$ cat src/hdl/asq_pkg.sv
// ============================================================================
// asq_pkg
// Shared types and constants for the angle scan sequencer.
// ============================================================================
`default_nettype none

package asq_pkg;

  // Field and register widths.
  localparam int CFG_IDX_W = 2;
  localparam int CFG_W     = 12;
  localparam int ANG_CFG_W = 10;
  localparam int STEP_W    = 8;
  localparam int DWELL_W   = 12;
  localparam int RB_W      = 16;
  localparam int SP_W      = 14;
  localparam int ANGLE_W   = 8;
  localparam int EV_W      = 3;
  localparam int POLL_W    = 7;

  // Datapath widths: angle difference, increment, its magnitude, running angle.
  localparam int DIFF_W = ANG_CFG_W + 1;
  localparam int INC_W  = ANG_CFG_W + 1;
  localparam int MAG_W  = ANG_CFG_W;
  localparam int ACC_W  = 20;

  // Legal angle window upper bound in degrees.
  localparam int ANGLE_MAX = 180;

  // Configuration register indexes.
  localparam logic [CFG_IDX_W-1:0] CFG_START_ANGLE   = 2'd0;
  localparam logic [CFG_IDX_W-1:0] CFG_END_ANGLE     = 2'd1;
  localparam logic [CFG_IDX_W-1:0] CFG_STEP_COUNT    = 2'd2;
  localparam logic [CFG_IDX_W-1:0] CFG_DWELL_SECONDS = 2'd3;

  // Configuration reset values.
  localparam logic [ANG_CFG_W-1:0] RST_START_ANGLE   = 10'd0;
  localparam logic [ANG_CFG_W-1:0] RST_END_ANGLE     = 10'd180;
  localparam logic [STEP_W-1:0]    RST_STEP_COUNT    = 8'd19;
  localparam logic [DWELL_W-1:0]   RST_DWELL_SECONDS = 12'd50;

  // Event codes reported with a result.
  localparam logic [EV_W-1:0] EV_NONE    = 3'd0;
  localparam logic [EV_W-1:0] EV_DONE    = 3'd1;
  localparam logic [EV_W-1:0] EV_ABORT   = 3'd2;
  localparam logic [EV_W-1:0] EV_RANGE   = 3'd3;
  localparam logic [EV_W-1:0] EV_TIMEOUT = 3'd4;

  // Scan phase.
  typedef enum logic [1:0] {
    PH_IDLE   = 2'd0,
    PH_SETTLE = 2'd1,
    PH_POLL   = 2'd2,
    PH_DWELL  = 2'd3
  } phase_t;

  // Datapath operations issued by the controller.
  typedef enum logic [3:0] {
    DP_NOP,
    DP_LOAD,
    DP_DEC,
    DP_DIV,
    DP_INIT,
    DP_SET_TARGET,
    DP_ISSUE,
    DP_DWELL,
    DP_POLL,
    DP_NEXT,
    DP_FINISH,
    DP_DONE,
    DP_EMIT
  } dp_op_t;

  typedef struct packed {
    dp_op_t          op;
    logic [EV_W-1:0] ev;
  } dp_cmd_t;

  typedef struct packed {
    logic   start;
    logic   abort;
    phase_t phase;
    logic   tick_le1;
    logic   range_bad;
    logic   rb_match;
    logic   poll_max;
    logic   step_last;
    logic   div_done;
    logic   out_busy;
  } dp_status_t;

  // One timer tick.
  typedef struct packed {
    logic            start_req;
    logic            abort_req;
    logic [RB_W-1:0] readback;
  } in_item_t;

  // One result.
  typedef struct packed {
    logic               clean_flag;
    logic               set_strobe;
    logic [SP_W-1:0]    setpoint;
    logic               angle_mark;
    logic [ANGLE_W-1:0] angle;
    logic               busy_res;
    logic [EV_W-1:0]    event_res;
  } out_item_t;

endpackage

`default_nettype wire

$ cat src/hdl/angle_scan_sequencer.sv
// ============================================================================
// angle_scan_sequencer
// Tick-driven scan of an actuator over a list of angles.
// ============================================================================
// Usage:
//   Each transfer on the in_ channel is one timer tick with a start request,
//   an abort request and the actuator readback. Each tick yields exactly one
//   transfer on the out_ channel with the clean flag, setpoint strobe,
//   setpoint, angle mark, angle, busy flag and event code.
//   The cfg_ port writes start angle, end angle, step count and dwell time;
//   write it only while the sequencer is idle between ticks.
//   Timing: a controller steps the datapath through a tick one operation per
//   cycle, holding while the divider runs or the result is stalled. An
//   ordinary tick passes the load, decode and emit states to the result
//   register; a tick that ends a dwell or issues a setpoint passes further
//   states. The start tick runs the serial increment divider, one quotient
//   bit per cycle. The next tick is accepted the cycle after a result loads.
//   Reset: synchronous; the configuration returns to its defaults, the scan
//   goes idle, and in_stall is high for one cycle after reset is released.
//   A stalled result holds the output register; the controller then waits
//   before loading the next result, and the input stays stalled meanwhile.
// ============================================================================
`default_nettype none

module angle_scan_sequencer #(
  parameter int TICKS_PER_SECOND = 72,
  parameter int SETTLE_TICKS     = 12,
  parameter int POLL_TICKS       = 144,
  parameter int MAX_POLLS        = 120,
  parameter int SETPOINT_SCALE   = 50
) (
  input  logic                          clk,
  input  logic                          rst_n,
  input  logic                          cfg_we,
  input  logic [asq_pkg::CFG_IDX_W-1:0] cfg_index,
  input  logic [asq_pkg::CFG_W-1:0]     cfg_data,
  input  logic                          in_valid,
  output logic                          in_stall,
  input  asq_pkg::in_item_t             in_data,
  output logic                          out_valid,
  input  logic                          out_stall,
  output asq_pkg::out_item_t            out_data
);
  import asq_pkg::*;

  // Tick counter must hold the longest dwell, settle or poll interval.
  localparam int DWELL_MAX  = ((1 << DWELL_W) - 1) * TICKS_PER_SECOND;
  localparam int WAIT_MAX   = (SETTLE_TICKS > POLL_TICKS) ? SETTLE_TICKS : POLL_TICKS;
  localparam int TICK_MAX   = (DWELL_MAX > WAIT_MAX) ? DWELL_MAX : WAIT_MAX;
  localparam int TICK_W     = $clog2(TICK_MAX + 1);

  dp_cmd_t    cmd;
  dp_status_t status;

  asq_ctrl #(
    .SETTLE_TICKS (SETTLE_TICKS)
  ) u_ctrl (
    .clk      (clk),
    .rst_n    (rst_n),
    .in_valid (in_valid),
    .in_stall (in_stall),
    .status   (status),
    .cmd      (cmd)
  );

  asq_dp #(
    .TICK_W           (TICK_W),
    .TICKS_PER_SECOND (TICKS_PER_SECOND),
    .SETTLE_TICKS     (SETTLE_TICKS),
    .POLL_TICKS       (POLL_TICKS),
    .MAX_POLLS        (MAX_POLLS),
    .SETPOINT_SCALE   (SETPOINT_SCALE)
  ) u_dp (
    .clk       (clk),
    .rst_n     (rst_n),
    .cfg_we    (cfg_we),
    .cfg_index (cfg_index),
    .cfg_data  (cfg_data),
    .in_data   (in_data),
    .cmd       (cmd),
    .status    (status),
    .out_valid (out_valid),
    .out_stall (out_stall),
    .out_data  (out_data)
  );

  // A transfer in holds off the next one until its result is produced.
  a_one_tick_at_a_time: assert property (@(posedge clk) disable iff (!rst_n)
    (in_valid && !in_stall) |=> in_stall)
    else $error("input accepted while a tick is still in progress");

  // Any reported event ends the scan.
  a_event_ends_scan: assert property (@(posedge clk) disable iff (!rst_n)
    (out_valid && (out_data.event_res != EV_NONE)) |-> !out_data.busy_res)
    else $error("event reported while scan still busy");

  // Completion always leaves the clean flag low.
  a_done_clears_clean: assert property (@(posedge clk) disable iff (!rst_n)
    (out_valid && (out_data.event_res == EV_DONE)) |-> !out_data.clean_flag)
    else $error("scan done with clean flag high");

  // Setpoint and angle stay consistent.
  a_setpoint_scale: assert property (@(posedge clk) disable iff (!rst_n)
    out_valid |-> (out_data.setpoint == SP_W'(out_data.angle * SETPOINT_SCALE)))
    else $error("setpoint does not match angle");

endmodule

`default_nettype wire

$ cat src/hdl/asq_div.sv
// ============================================================================
// asq_div
// Serial restoring divider for the scan increment, one quotient bit a cycle.
// ============================================================================
`default_nettype none

module asq_div (
  input  logic                              clk,
  input  logic                              rst_n,
  input  logic                              start,
  input  logic signed [asq_pkg::DIFF_W-1:0] dividend,
  input  logic        [asq_pkg::STEP_W-1:0] divisor,
  output logic                              done,
  output logic signed [asq_pkg::INC_W-1:0]  quotient
);
  import asq_pkg::*;

  localparam int CNT_W = $clog2(MAG_W);

  logic               busy_r;
  logic               done_r;
  logic [CNT_W-1:0]   cnt_r;
  logic [STEP_W-1:0]  rem_r;
  logic [MAG_W-1:0]   dvd_r;
  logic [STEP_W-1:0]  div_r;
  logic               neg_r;

  logic [MAG_W-1:0]   mag;
  logic [STEP_W:0]    trial;
  logic               fits;
  logic [STEP_W-1:0]  rem_nxt;
  logic [MAG_W-1:0]   dvd_nxt;
  logic [INC_W-1:0]   qmag;

  // Magnitude of the dividend; the sign is applied to the quotient at the end.
  assign mag = dividend[DIFF_W-1] ? MAG_W'(-dividend) : MAG_W'(dividend);

  // One restoring step: shift in the next dividend bit and try a subtract.
  assign trial   = {rem_r, dvd_r[MAG_W-1]};
  assign fits    = trial >= {1'b0, div_r};
  assign rem_nxt = fits ? STEP_W'(trial - {1'b0, div_r}) : STEP_W'(trial);
  assign dvd_nxt = {dvd_r[MAG_W-2:0], fits};

  // Quotient truncates toward zero.
  assign qmag     = {1'b0, dvd_r};
  assign quotient = neg_r ? -$signed(qmag) : $signed(qmag);
  assign done     = done_r;

  always_ff @(posedge clk) begin
    if (!rst_n) begin
      busy_r <= 1'b0;
      done_r <= 1'b0;
      cnt_r  <= '0;
    end else begin
      done_r <= 1'b0;
      if (start) begin
        busy_r <= 1'b1;
        cnt_r  <= '0;
        rem_r  <= '0;
        dvd_r  <= mag;
        div_r  <= divisor;
        neg_r  <= dividend[DIFF_W-1];
      end else if (busy_r) begin
        rem_r <= rem_nxt;
        dvd_r <= dvd_nxt;
        cnt_r <= cnt_r + 1'b1;
        if (cnt_r == CNT_W'(MAG_W - 1)) begin
          busy_r <= 1'b0;
          done_r <= 1'b1;
        end
      end
    end
  end

endmodule

`default_nettype wire

$ cat src/hdl/asq_dp.sv
// ============================================================================
// asq_dp
// Datapath: configuration, scan state, counters and the result register.
// ============================================================================
`default_nettype none

module asq_dp #(
  parameter int TICK_W           = 19,
  parameter int TICKS_PER_SECOND = 72,
  parameter int SETTLE_TICKS     = 12,
  parameter int POLL_TICKS       = 144,
  parameter int MAX_POLLS        = 120,
  parameter int SETPOINT_SCALE   = 50
) (
  input  logic                            clk,
  input  logic                            rst_n,
  input  logic                            cfg_we,
  input  logic [asq_pkg::CFG_IDX_W-1:0]   cfg_index,
  input  logic [asq_pkg::CFG_W-1:0]       cfg_data,
  input  asq_pkg::in_item_t               in_data,
  input  asq_pkg::dp_cmd_t                cmd,
  output asq_pkg::dp_status_t             status,
  output logic                            out_valid,
  input  logic                            out_stall,
  output asq_pkg::out_item_t              out_data
);
  import asq_pkg::*;

  // Configuration registers.
  logic [ANG_CFG_W-1:0] start_angle_r;
  logic [ANG_CFG_W-1:0] end_angle_r;
  logic [STEP_W-1:0]    step_count_r;
  logic [DWELL_W-1:0]   dwell_r;

  // Latched tick inputs.
  logic                 start_l_r;
  logic                 abort_l_r;
  logic [RB_W-1:0]      rb_l_r;

  // Scan state.
  phase_t               phase_r;
  logic [STEP_W-1:0]    step_r;
  logic [TICK_W-1:0]    tick_r;
  logic [POLL_W-1:0]    poll_r;
  logic signed [INC_W-1:0] inc_r;
  logic signed [ACC_W-1:0] acc_r;
  logic [SP_W-1:0]      target_r;
  logic [ANGLE_W-1:0]   angle_r;
  logic                 clean_r;
  logic                 strobe_r;
  logic [EV_W-1:0]      ev_r;

  // Result register.
  logic                 out_valid_r;
  out_item_t            out_data_r;

  logic [STEP_W-1:0]    eff_steps;
  logic [STEP_W-1:0]    divisor;
  logic signed [DIFF_W-1:0] diff;
  logic                 div_done;
  logic signed [INC_W-1:0] quotient;
  logic [ANGLE_W-1:0]   ang_eff;
  logic [SP_W-1:0]      sp_calc;
  logic [TICK_W-1:0]    dwell_ticks;
  logic [TICK_W-1:0]    dwell_load;

  // Step count below two counts as two.
  assign eff_steps = (step_count_r < STEP_W'(2)) ? STEP_W'(2) : step_count_r;
  assign divisor   = eff_steps - STEP_W'(1);
  assign diff      = $signed({end_angle_r[ANG_CFG_W-1], end_angle_r})
                   - $signed({start_angle_r[ANG_CFG_W-1], start_angle_r});

  asq_div u_div (
    .clk      (clk),
    .rst_n    (rst_n),
    .start    (cmd.op == DP_DIV),
    .dividend (diff),
    .divisor  (divisor),
    .done     (div_done),
    .quotient (quotient)
  );

  // Angle of the current step; an angle of zero is moved to one degree.
  assign ang_eff = (acc_r[ANGLE_W-1:0] == '0) ? ANGLE_W'(1) : acc_r[ANGLE_W-1:0];
  assign sp_calc = SP_W'(ang_eff * SETPOINT_SCALE);

  // Dwell length, at least one tick.
  assign dwell_ticks = TICK_W'(dwell_r * TICKS_PER_SECOND);
  assign dwell_load  = (dwell_ticks == '0) ? TICK_W'(1) : dwell_ticks;

  // Status for the controller.
  always_comb begin
    status.start     = start_l_r;
    status.abort     = abort_l_r;
    status.phase     = phase_r;
    status.tick_le1  = tick_r <= TICK_W'(1);
    status.range_bad = (acc_r < 0) || (acc_r > ACC_W'(ANGLE_MAX));
    status.rb_match  = rb_l_r == RB_W'(target_r);
    status.poll_max  = poll_r >= POLL_W'(MAX_POLLS);
    status.step_last = (step_r == '0) || (step_r >= eff_steps);
    status.div_done  = div_done;
    status.out_busy  = out_valid_r && out_stall;
  end

  // Configuration writes.
  always_ff @(posedge clk) begin
    if (!rst_n) begin
      start_angle_r <= RST_START_ANGLE;
      end_angle_r   <= RST_END_ANGLE;
      step_count_r  <= RST_STEP_COUNT;
      dwell_r       <= RST_DWELL_SECONDS;
    end else if (cfg_we) begin
      case (cfg_index)
        CFG_START_ANGLE:   start_angle_r <= cfg_data[ANG_CFG_W-1:0];
        CFG_END_ANGLE:     end_angle_r   <= cfg_data[ANG_CFG_W-1:0];
        CFG_STEP_COUNT:    step_count_r  <= cfg_data[STEP_W-1:0];
        CFG_DWELL_SECONDS: dwell_r       <= cfg_data[DWELL_W-1:0];
        default: begin
        end
      endcase
    end
  end

  // Scan state updates, one operation per cycle.
  always_ff @(posedge clk) begin
    if (!rst_n) begin
      phase_r  <= PH_IDLE;
      step_r   <= '0;
      tick_r   <= '0;
      poll_r   <= '0;
      target_r <= '0;
      angle_r  <= '0;
      clean_r  <= 1'b0;
      strobe_r <= 1'b0;
      ev_r     <= EV_NONE;
    end else begin
      case (cmd.op)
        DP_LOAD: begin
          start_l_r <= in_data.start_req;
          abort_l_r <= in_data.abort_req;
          rb_l_r    <= in_data.readback;
          ev_r      <= EV_NONE;
          strobe_r  <= 1'b0;
        end
        DP_DEC: begin
          if (tick_r != '0) begin
            tick_r <= tick_r - 1'b1;
          end
        end
        DP_INIT: begin
          step_r <= '0;
          poll_r <= '0;
          inc_r  <= quotient;
          acc_r  <= ACC_W'($signed(start_angle_r));
        end
        DP_SET_TARGET: begin
          target_r <= sp_calc;
          angle_r  <= ang_eff;
          clean_r  <= 1'b0;
          if (SETTLE_TICKS != 0) begin
            tick_r  <= TICK_W'(SETTLE_TICKS);
            phase_r <= PH_SETTLE;
          end
        end
        DP_ISSUE: begin
          strobe_r <= 1'b1;
          poll_r   <= '0;
        end
        DP_DWELL: begin
          clean_r <= 1'b1;
          tick_r  <= dwell_load;
          phase_r <= PH_DWELL;
        end
        DP_POLL: begin
          poll_r  <= poll_r + 1'b1;
          tick_r  <= TICK_W'(POLL_TICKS);
          phase_r <= PH_POLL;
        end
        DP_NEXT: begin
          step_r <= step_r + 1'b1;
          acc_r  <= acc_r + ACC_W'(inc_r);
        end
        DP_FINISH: begin
          ev_r    <= cmd.ev;
          phase_r <= PH_IDLE;
          tick_r  <= '0;
        end
        DP_DONE: begin
          clean_r <= 1'b0;
          ev_r    <= EV_DONE;
          phase_r <= PH_IDLE;
          tick_r  <= '0;
        end
        default: begin
        end
      endcase
    end
  end

  // Result register: loaded on emit, emptied when the receiver takes it.
  always_ff @(posedge clk) begin
    if (!rst_n) begin
      out_valid_r <= 1'b0;
    end else if (cmd.op == DP_EMIT) begin
      out_valid_r           <= 1'b1;
      out_data_r.clean_flag <= clean_r;
      out_data_r.set_strobe <= strobe_r;
      out_data_r.setpoint   <= target_r;
      out_data_r.angle_mark <= strobe_r;
      out_data_r.angle      <= angle_r;
      out_data_r.busy_res   <= phase_r != PH_IDLE;
      out_data_r.event_res  <= ev_r;
    end else if (!out_stall) begin
      out_valid_r <= 1'b0;
    end
  end

  assign out_valid = out_valid_r;
  assign out_data  = out_data_r;

endmodule

`default_nettype wire

$ cat src/hdl/asq_ctrl.sv
// ============================================================================
// asq_ctrl
// Controller: sequences the datapath operations that make up one tick.
// ============================================================================
`default_nettype none

module asq_ctrl #(
  parameter int SETTLE_TICKS = 12
) (
  input  logic                 clk,
  input  logic                 rst_n,
  input  logic                 in_valid,
  output logic                 in_stall,
  input  asq_pkg::dp_status_t  status,
  output asq_pkg::dp_cmd_t     cmd
);
  import asq_pkg::*;

  typedef enum logic [3:0] {
    S_WAIT,
    S_DECODE,
    S_DIV,
    S_BEGIN,
    S_ISSUE,
    S_CHECK,
    S_ENDDWELL,
    S_STEPCHK,
    S_EMIT
  } state_t;

  state_t state_r, state_nxt;
  logic   ready_r, ready_nxt;
  logic   accept;

  assign accept   = in_valid && ready_r;
  assign in_stall = !ready_r;

  // Next state and datapath command.
  always_comb begin
    state_nxt = state_r;
    cmd.op    = DP_NOP;
    cmd.ev    = EV_NONE;
    case (state_r)
      S_WAIT: begin
        if (accept) begin
          cmd.op    = DP_LOAD;
          state_nxt = S_DECODE;
        end
      end
      S_DECODE: begin
        if (status.phase == PH_IDLE) begin
          if (status.start) begin
            cmd.op    = DP_DIV;
            state_nxt = S_DIV;
          end else begin
            state_nxt = S_EMIT;
          end
        end else begin
          cmd.op = DP_DEC;
          if (status.tick_le1) begin
            case (status.phase)
              PH_SETTLE: state_nxt = S_ISSUE;
              PH_POLL:   state_nxt = S_CHECK;
              default:   state_nxt = S_ENDDWELL;
            endcase
          end else begin
            state_nxt = S_EMIT;
          end
        end
      end
      S_DIV: begin
        if (status.div_done) begin
          cmd.op    = DP_INIT;
          state_nxt = S_BEGIN;
        end
      end
      S_BEGIN: begin
        if (status.abort) begin
          cmd.op    = DP_FINISH;
          cmd.ev    = EV_ABORT;
          state_nxt = S_EMIT;
        end else if (status.range_bad) begin
          cmd.op    = DP_FINISH;
          cmd.ev    = EV_RANGE;
          state_nxt = S_EMIT;
        end else begin
          cmd.op    = DP_SET_TARGET;
          state_nxt = (SETTLE_TICKS == 0) ? S_ISSUE : S_EMIT;
        end
      end
      S_ISSUE: begin
        cmd.op    = DP_ISSUE;
        state_nxt = S_CHECK;
      end
      S_CHECK: begin
        state_nxt = S_EMIT;
        if (status.abort) begin
          cmd.op = DP_FINISH;
          cmd.ev = EV_ABORT;
        end else if (status.rb_match) begin
          cmd.op = DP_DWELL;
        end else if (status.poll_max) begin
          cmd.op = DP_FINISH;
          cmd.ev = EV_TIMEOUT;
        end else begin
          cmd.op = DP_POLL;
        end
      end
      S_ENDDWELL: begin
        cmd.op    = DP_NEXT;
        state_nxt = S_STEPCHK;
      end
      S_STEPCHK: begin
        if (status.step_last) begin
          cmd.op    = DP_DONE;
          state_nxt = S_EMIT;
        end else begin
          state_nxt = S_BEGIN;
        end
      end
      S_EMIT: begin
        if (!status.out_busy) begin
          cmd.op    = DP_EMIT;
          state_nxt = S_WAIT;
        end
      end
      default: begin
        state_nxt = S_WAIT;
      end
    endcase
    ready_nxt = state_nxt == S_WAIT;
  end

  // State and registered ready.
  always_ff @(posedge clk) begin
    if (!rst_n) begin
      state_r <= S_WAIT;
      ready_r <= 1'b0;
    end else begin
      state_r <= state_nxt;
      ready_r <= ready_nxt;
    end
  end

endmodule

`default_nettype wire
$ cat config.mk
export PLATFORM = sky130hd
export DESIGN_NAME = angle_scan_sequencer
export DESIGN_NICKNAME = d
export VERILOG_FILES = /design/src/hdl/asq_pkg.sv /design/src/hdl/angle_scan_sequencer.sv /design/src/hdl/asq_div.sv /design/src/hdl/asq_dp.sv /design/src/hdl/asq_ctrl.sv
export SDC_FILE = /design/constraint.sdc
export NUM_CORES = 1
export LEC_CHECK = 0
export ABC_AREA = 1
export BUFFER_PORTS_ARGS = -buffer_cell sky130_fd_sc_hd__buf_2
export CORE_ASPECT_RATIO = 2
export CORE_UTILIZATION = 50
export DETAILED_ROUTE_END_ITERATION = 12
export PLACE_DENSITY = 0.69
export SLEW_MARGIN = 40
export SYNTH_ARGS = -nofsm -noshare
export SYNTH_HDL_FRONTEND = slang
export SYNTH_SLANG_ARGS = --single-unit
$ cat constraint.sdc
create_clock -name clk -period 4.41 [get_ports clk]
set_input_delay 0.441 -clock clk [delete_from_list [all_inputs] [get_ports clk]]
set_output_delay 0.441 -clock clk [all_outputs]
set_load 0.01 [all_outputs]
==> impl_metrics.prom <==
# TYPE chip_impl_metric gauge
chip_impl_metric{name="critPathRequiredTime",unit="ns"} 4.80
chip_impl_metric{name="power.density",unit="nW/um^2"} 340
chip_impl_metric{name="postCtsSetupBuffers",unit=""} 0
chip_impl_info{name="worst-setup-path-type",value="reg -> reg"} 1
chip_impl_info{name="rsz0062_at_grt",value="false"} 1
chip_impl_metric{name="synthesis.area",unit="um^2"} 12800
chip_impl_metric{name="cts_made_buffers",unit=""} 22
chip_impl_metric{name="timing_max_transition_violations_final",unit=""} 0
chip_impl_info{name="most_frequently_used_cell_type_in_the_post_synthesis_netlist",value="nand2_1"} 1
chip_impl_metric{name="cts.sink_count",unit=""} 211
chip_impl_metric{name="clockBufferDepth",unit=""} 3
chip_impl_metric{name="synthesis.area_per_instance",unit="um^2"} 7.77
chip_impl_metric{name="io_pins",unit=""} 68
chip_impl_metric{name="crit_path_max_incr_delay",unit="ns"} 0.49
chip_impl_metric{name="drt-vias-per-instance",unit=""} 5.22
chip_impl_metric{name="cts.clk_slew.worst_paths",unit="ns"} 0.07
chip_impl_metric{name="vias",unit=""} 10739
chip_impl_info{name="crit_path_cell_trace",value="inv_1, ha_1, nand4_1, inv_1, nor2_1, nor2_1, nor2_1, ha_1, inv_1, fa_1, inv_1, ha_1, inv_1, o21ai_0, nand2_1, nand2_1, a21oi_1, nor2_1, o21ai_0, nand2_1, xnor2_1, a21oi_1"} 1
chip_impl_metric{name="die_area",unit="um^2"} 26300
chip_impl_info{name="worst_hold_path_type",value="in -> reg"} 1
chip_impl_metric{name="std_cell_rows",unit=""} 82
chip_impl_metric{name="remaining_drc_errors",unit=""} 0
chip_impl_metric{name="placeableCoreArea",unit="um^2"} 25100
chip_impl_metric{name="nNetsFinal",unit=""} 1857
chip_impl_metric{name="timing.fmax",unit="MHz"} 266
chip_impl_metric{name="gr-usage-all-layers",unit="%"} 24.0
chip_impl_info{name="setup.worst_path.start_class",value="register"} 1
chip_impl_metric{name="period_utilisation_layout",unit="%"} 85.2
chip_impl_metric{name="ys_seq_elements",unit=""} 211
chip_impl_metric{name="share_of_the_synthesized_area_in_the_top_cell_type",unit="%"} 23.5
chip_impl_metric{name="cts_resized",unit=""} 0
chip_impl_info{name="crit_path_top_delay_cell",value="edfxtp_1"} 1
chip_impl_info{name="ctsRootBufferMaster",value="clkbuf_16"} 1
chip_impl_metric{name="fin_hold_viols",unit=""} 0
chip_impl_metric{name="actual_slew_at_the_worst_max_slew_pin",unit="ns"} 0.766
chip_impl_metric{name="grt_start_max_net_pins",unit=""} 78
chip_impl_metric{name="worst_r2r_path_depth",unit=""} 22
chip_impl_metric{name="die_w",unit="um"} 115
chip_impl_metric{name="floorplan.initialDensity",unit="%"} 50.9
chip_impl_metric{name="dieHeight",unit="um"} 228
chip_impl_metric{name="setup_viol_count_final",unit=""} 0
chip_impl_metric{name="postSynth.asyncResetShare",unit="%"} 0
chip_impl_metric{name="hold_depth",unit=""} 1
chip_impl_metric{name="h_tree_levels",unit=""} 1
chip_impl_metric{name="ant_nets",unit=""} 0
chip_impl_metric{name="cp_data_arrival_time",unit="ns"} 4.15
chip_impl_info{name="synth_top_cells_by_count",value="335 x nand2_1, 224 x inv_1, 204 x nor2_1"} 1
chip_impl_metric{name="area.growth.synth_to_final",unit="%"} 11.2
chip_impl_metric{name="postSynthCellCount",unit=""} 1648
chip_impl_metric{name="yosysSeqAreaShare",unit="%"} 40.8
chip_impl_metric{name="timing.clock.skew",unit="ns"} 0.0125
chip_impl_metric{name="clock_insertion_delay_worst_skew",unit="ns"} 0.52
chip_impl_metric{name="initial_antenna_violation_count",unit=""} 0
chip_impl_info{name="crit_path_frequent_cell",value="inv_1"} 1
chip_impl_metric{name="routedWlPerCell",unit="um"} 14.9
chip_impl_metric{name="synthesis.nets",unit=""} 1798
chip_impl_metric{name="postLayoutCellArea",unit="um^2"} 14200
chip_impl_metric{name="ys.warnings.count",unit=""} 0
chip_impl_info{name="yosys.area.top_type",value="edfxtp_1"} 1
chip_impl_metric{name="globalRoute.totalOverflow",unit=""} 0
chip_impl_metric{name="detail_route.first_pass.iterations",unit=""} 7
chip_impl_metric{name="slew_headroom",unit="%"} 49.0
chip_impl_metric{name="antenna_cells",unit=""} 0
chip_impl_metric{name="maxCapViolations",unit=""} 0
chip_impl_metric{name="critPathMaxFanout",unit=""} 6
chip_impl_metric{name="first_global_vias",unit=""} 10588
chip_impl_metric{name="grt_first_pass_wirelength",unit="um"} 49800
chip_impl_metric{name="fin_hold_ws",unit="ns"} 0.0975
chip_impl_metric{name="cellLeakagePower",unit="uW"} 0.00647
chip_impl_metric{name="fin_tns_setup",unit="ns"} 0
chip_impl_metric{name="drive_gt1_share",unit="%"} 8.76
chip_impl_metric{name="port-buffer-count",unit=""} 66
chip_impl_metric{name="fin_crit",unit="ns"} 3.76
chip_impl_info{name="outcome",value="finished, final reports clean"} 1
chip_impl_metric{name="peakVddDrop",unit="V"} 0.000297
chip_impl_metric{name="cts.hold.buffers_added",unit=""} 0
chip_impl_metric{name="gp_congestion",unit=""} 0.901
chip_impl_metric{name="synth.distinct_cells",unit=""} 49
chip_impl_metric{name="routed_wirelength",unit="um"} 30600
chip_impl_info{name="yosys_most_used_dff",value="dfxtp_1"} 1
chip_impl_metric{name="detail_route.iter0.violations",unit=""} 477
chip_impl_info{name="synth_top_cells_by_area",value="edfxtp_1 23%, dfxtp_1 17%, ha_1 10%, nand2_1 9.8%, inv_1 6.6%"} 1
chip_impl_metric{name="synth_enable_flop_cells",unit=""} 100
chip_impl_metric{name="dp_hpwl",unit="um"} 23400
chip_impl_info{name="tritoncts_clock_tree",value="done"} 1
chip_impl_metric{name="post_dp_cell_area",unit="um^2"} 13400
chip_impl_info{name="timing.critical_path.to_type",value="register"} 1
## registers in the layout (all words and copies together), names as in the netlist, 10 cells and up
signal              flops
u_dp.end_angle_r       10
u_dp.target_r          10
u_dp.tick_r            19
u_dp.acc_r             20
u_dp.out_data          24
u_dp.start_angle_r     10
u_dp.dwell_r           12
u_dp.rb_l_r            16
u_dp.inc_r             11
u_dp.u_div.dvd_r       10
## through the flow
stage / setup WS [ns] / util, % / instances / power (uW)
2_1_floorplan: 1.08 / - / 1648 / 2660
3_3_place_gp: 0.700 / 53.4 / 2019 / 2810
3_5_place_dp: 0.663 / 53.5 / 2019 / 2820
4_1_cts: 0.647 / 56.6 / 2059 / 4880
5_1_grt: 0.239 / 56.6 / 2059 / 5030
6_report: 0.653 / 56.6 / 2059 / 4840
## power by group
part	switching [uW]	internal, uW	leakage, uW	total (uW)
Combinational	416	239	0.00430	655
Clock	805	1250	0.000386	2050
Sequential	36.7	2100	0.00178	2130
Total	1260	3580	0.00647	4840
## worst max-delay path, delay by kind of cell (launching register included)
family / cells / cell delay (ns)
fa+ha+maj: 4 / 1.24
compound gates: 4 / 0.54
flops: 1 / 0.49
simple gates: 8 / 0.74
xor+xnor: 1 / 0.13
buf+inv: 5 / 0.49
## cells by family (layout without fill, tap and decap cells)
| group | count (synthesis) | count (layout) | synth area share, % |
|---|---|---|---|
| buffers and inverters | 272 | 347 | 8.29 |
| AOI/OAI and AO/OA | 276 | 276 | 11.5 |
| other | 1 | 1 | 0.0293 |
| xor gates and xnor gates | 64 | 64 | 4.38 |
| adders and majority gates | 113 | 113 | 11.5 |
| and+or+nand+nor | 711 | 711 | 23.5 |
| DFF | 211 | 211 | 40.8 |
## worst paths after layout
kind                                       from                end  slack (ns)
worst max-delay path              u_dp.acc_r[2]  u_dp.target_r[13]        0.65
worst min-delay path                 in_data[3]     u_dp.rb_l_r[3]         0.1
worst max register to register    u_dp.acc_r[2]  u_dp.target_r[13]        0.65
worst min register to register  u_dp.angle_r[5]   u_dp.out_data[9]        0.43
## area by class of cell
cell class                 instances  area, um^2
clock inverter                    10         165
tap                              336         420
sequential                       211        5230
fill                            2376       10900
multi-input combinational       1165        6530
timing repair buffer              74         390
clock buffer                      30         632
inverter                         233         875
## cell usage in the layout, fill, tap and decap left out, drive strengths merged, types with 5 or more instances in the layout
cell and instances:
ha 106, nand3 92, clkinv 5, or2 13, edfxtp 100, dfxtp 111, o22ai 6, xor2 45
o21bai 5, a31oi 6, inv 233, buf 74, nand4 20, a211oi 6, fa 7, nand2 341
nor2 209, a21oi 115, nor3 29, clkbuf 30, o21ai 122, o211ai 7, xnor2 19
## routing by layer
metal / vias up / global-route usage [%] / part of all wire, %
met3: 80 / 1.99 / 2.8
met2: 231 / 47.0 / 55
met5: - / 0 / 0
met1: 4907 / 24.1 / 37
li1: 5521 / - / -
met4: 0 / 12.4 / 4.8
(Power assumes the default switching activity.)
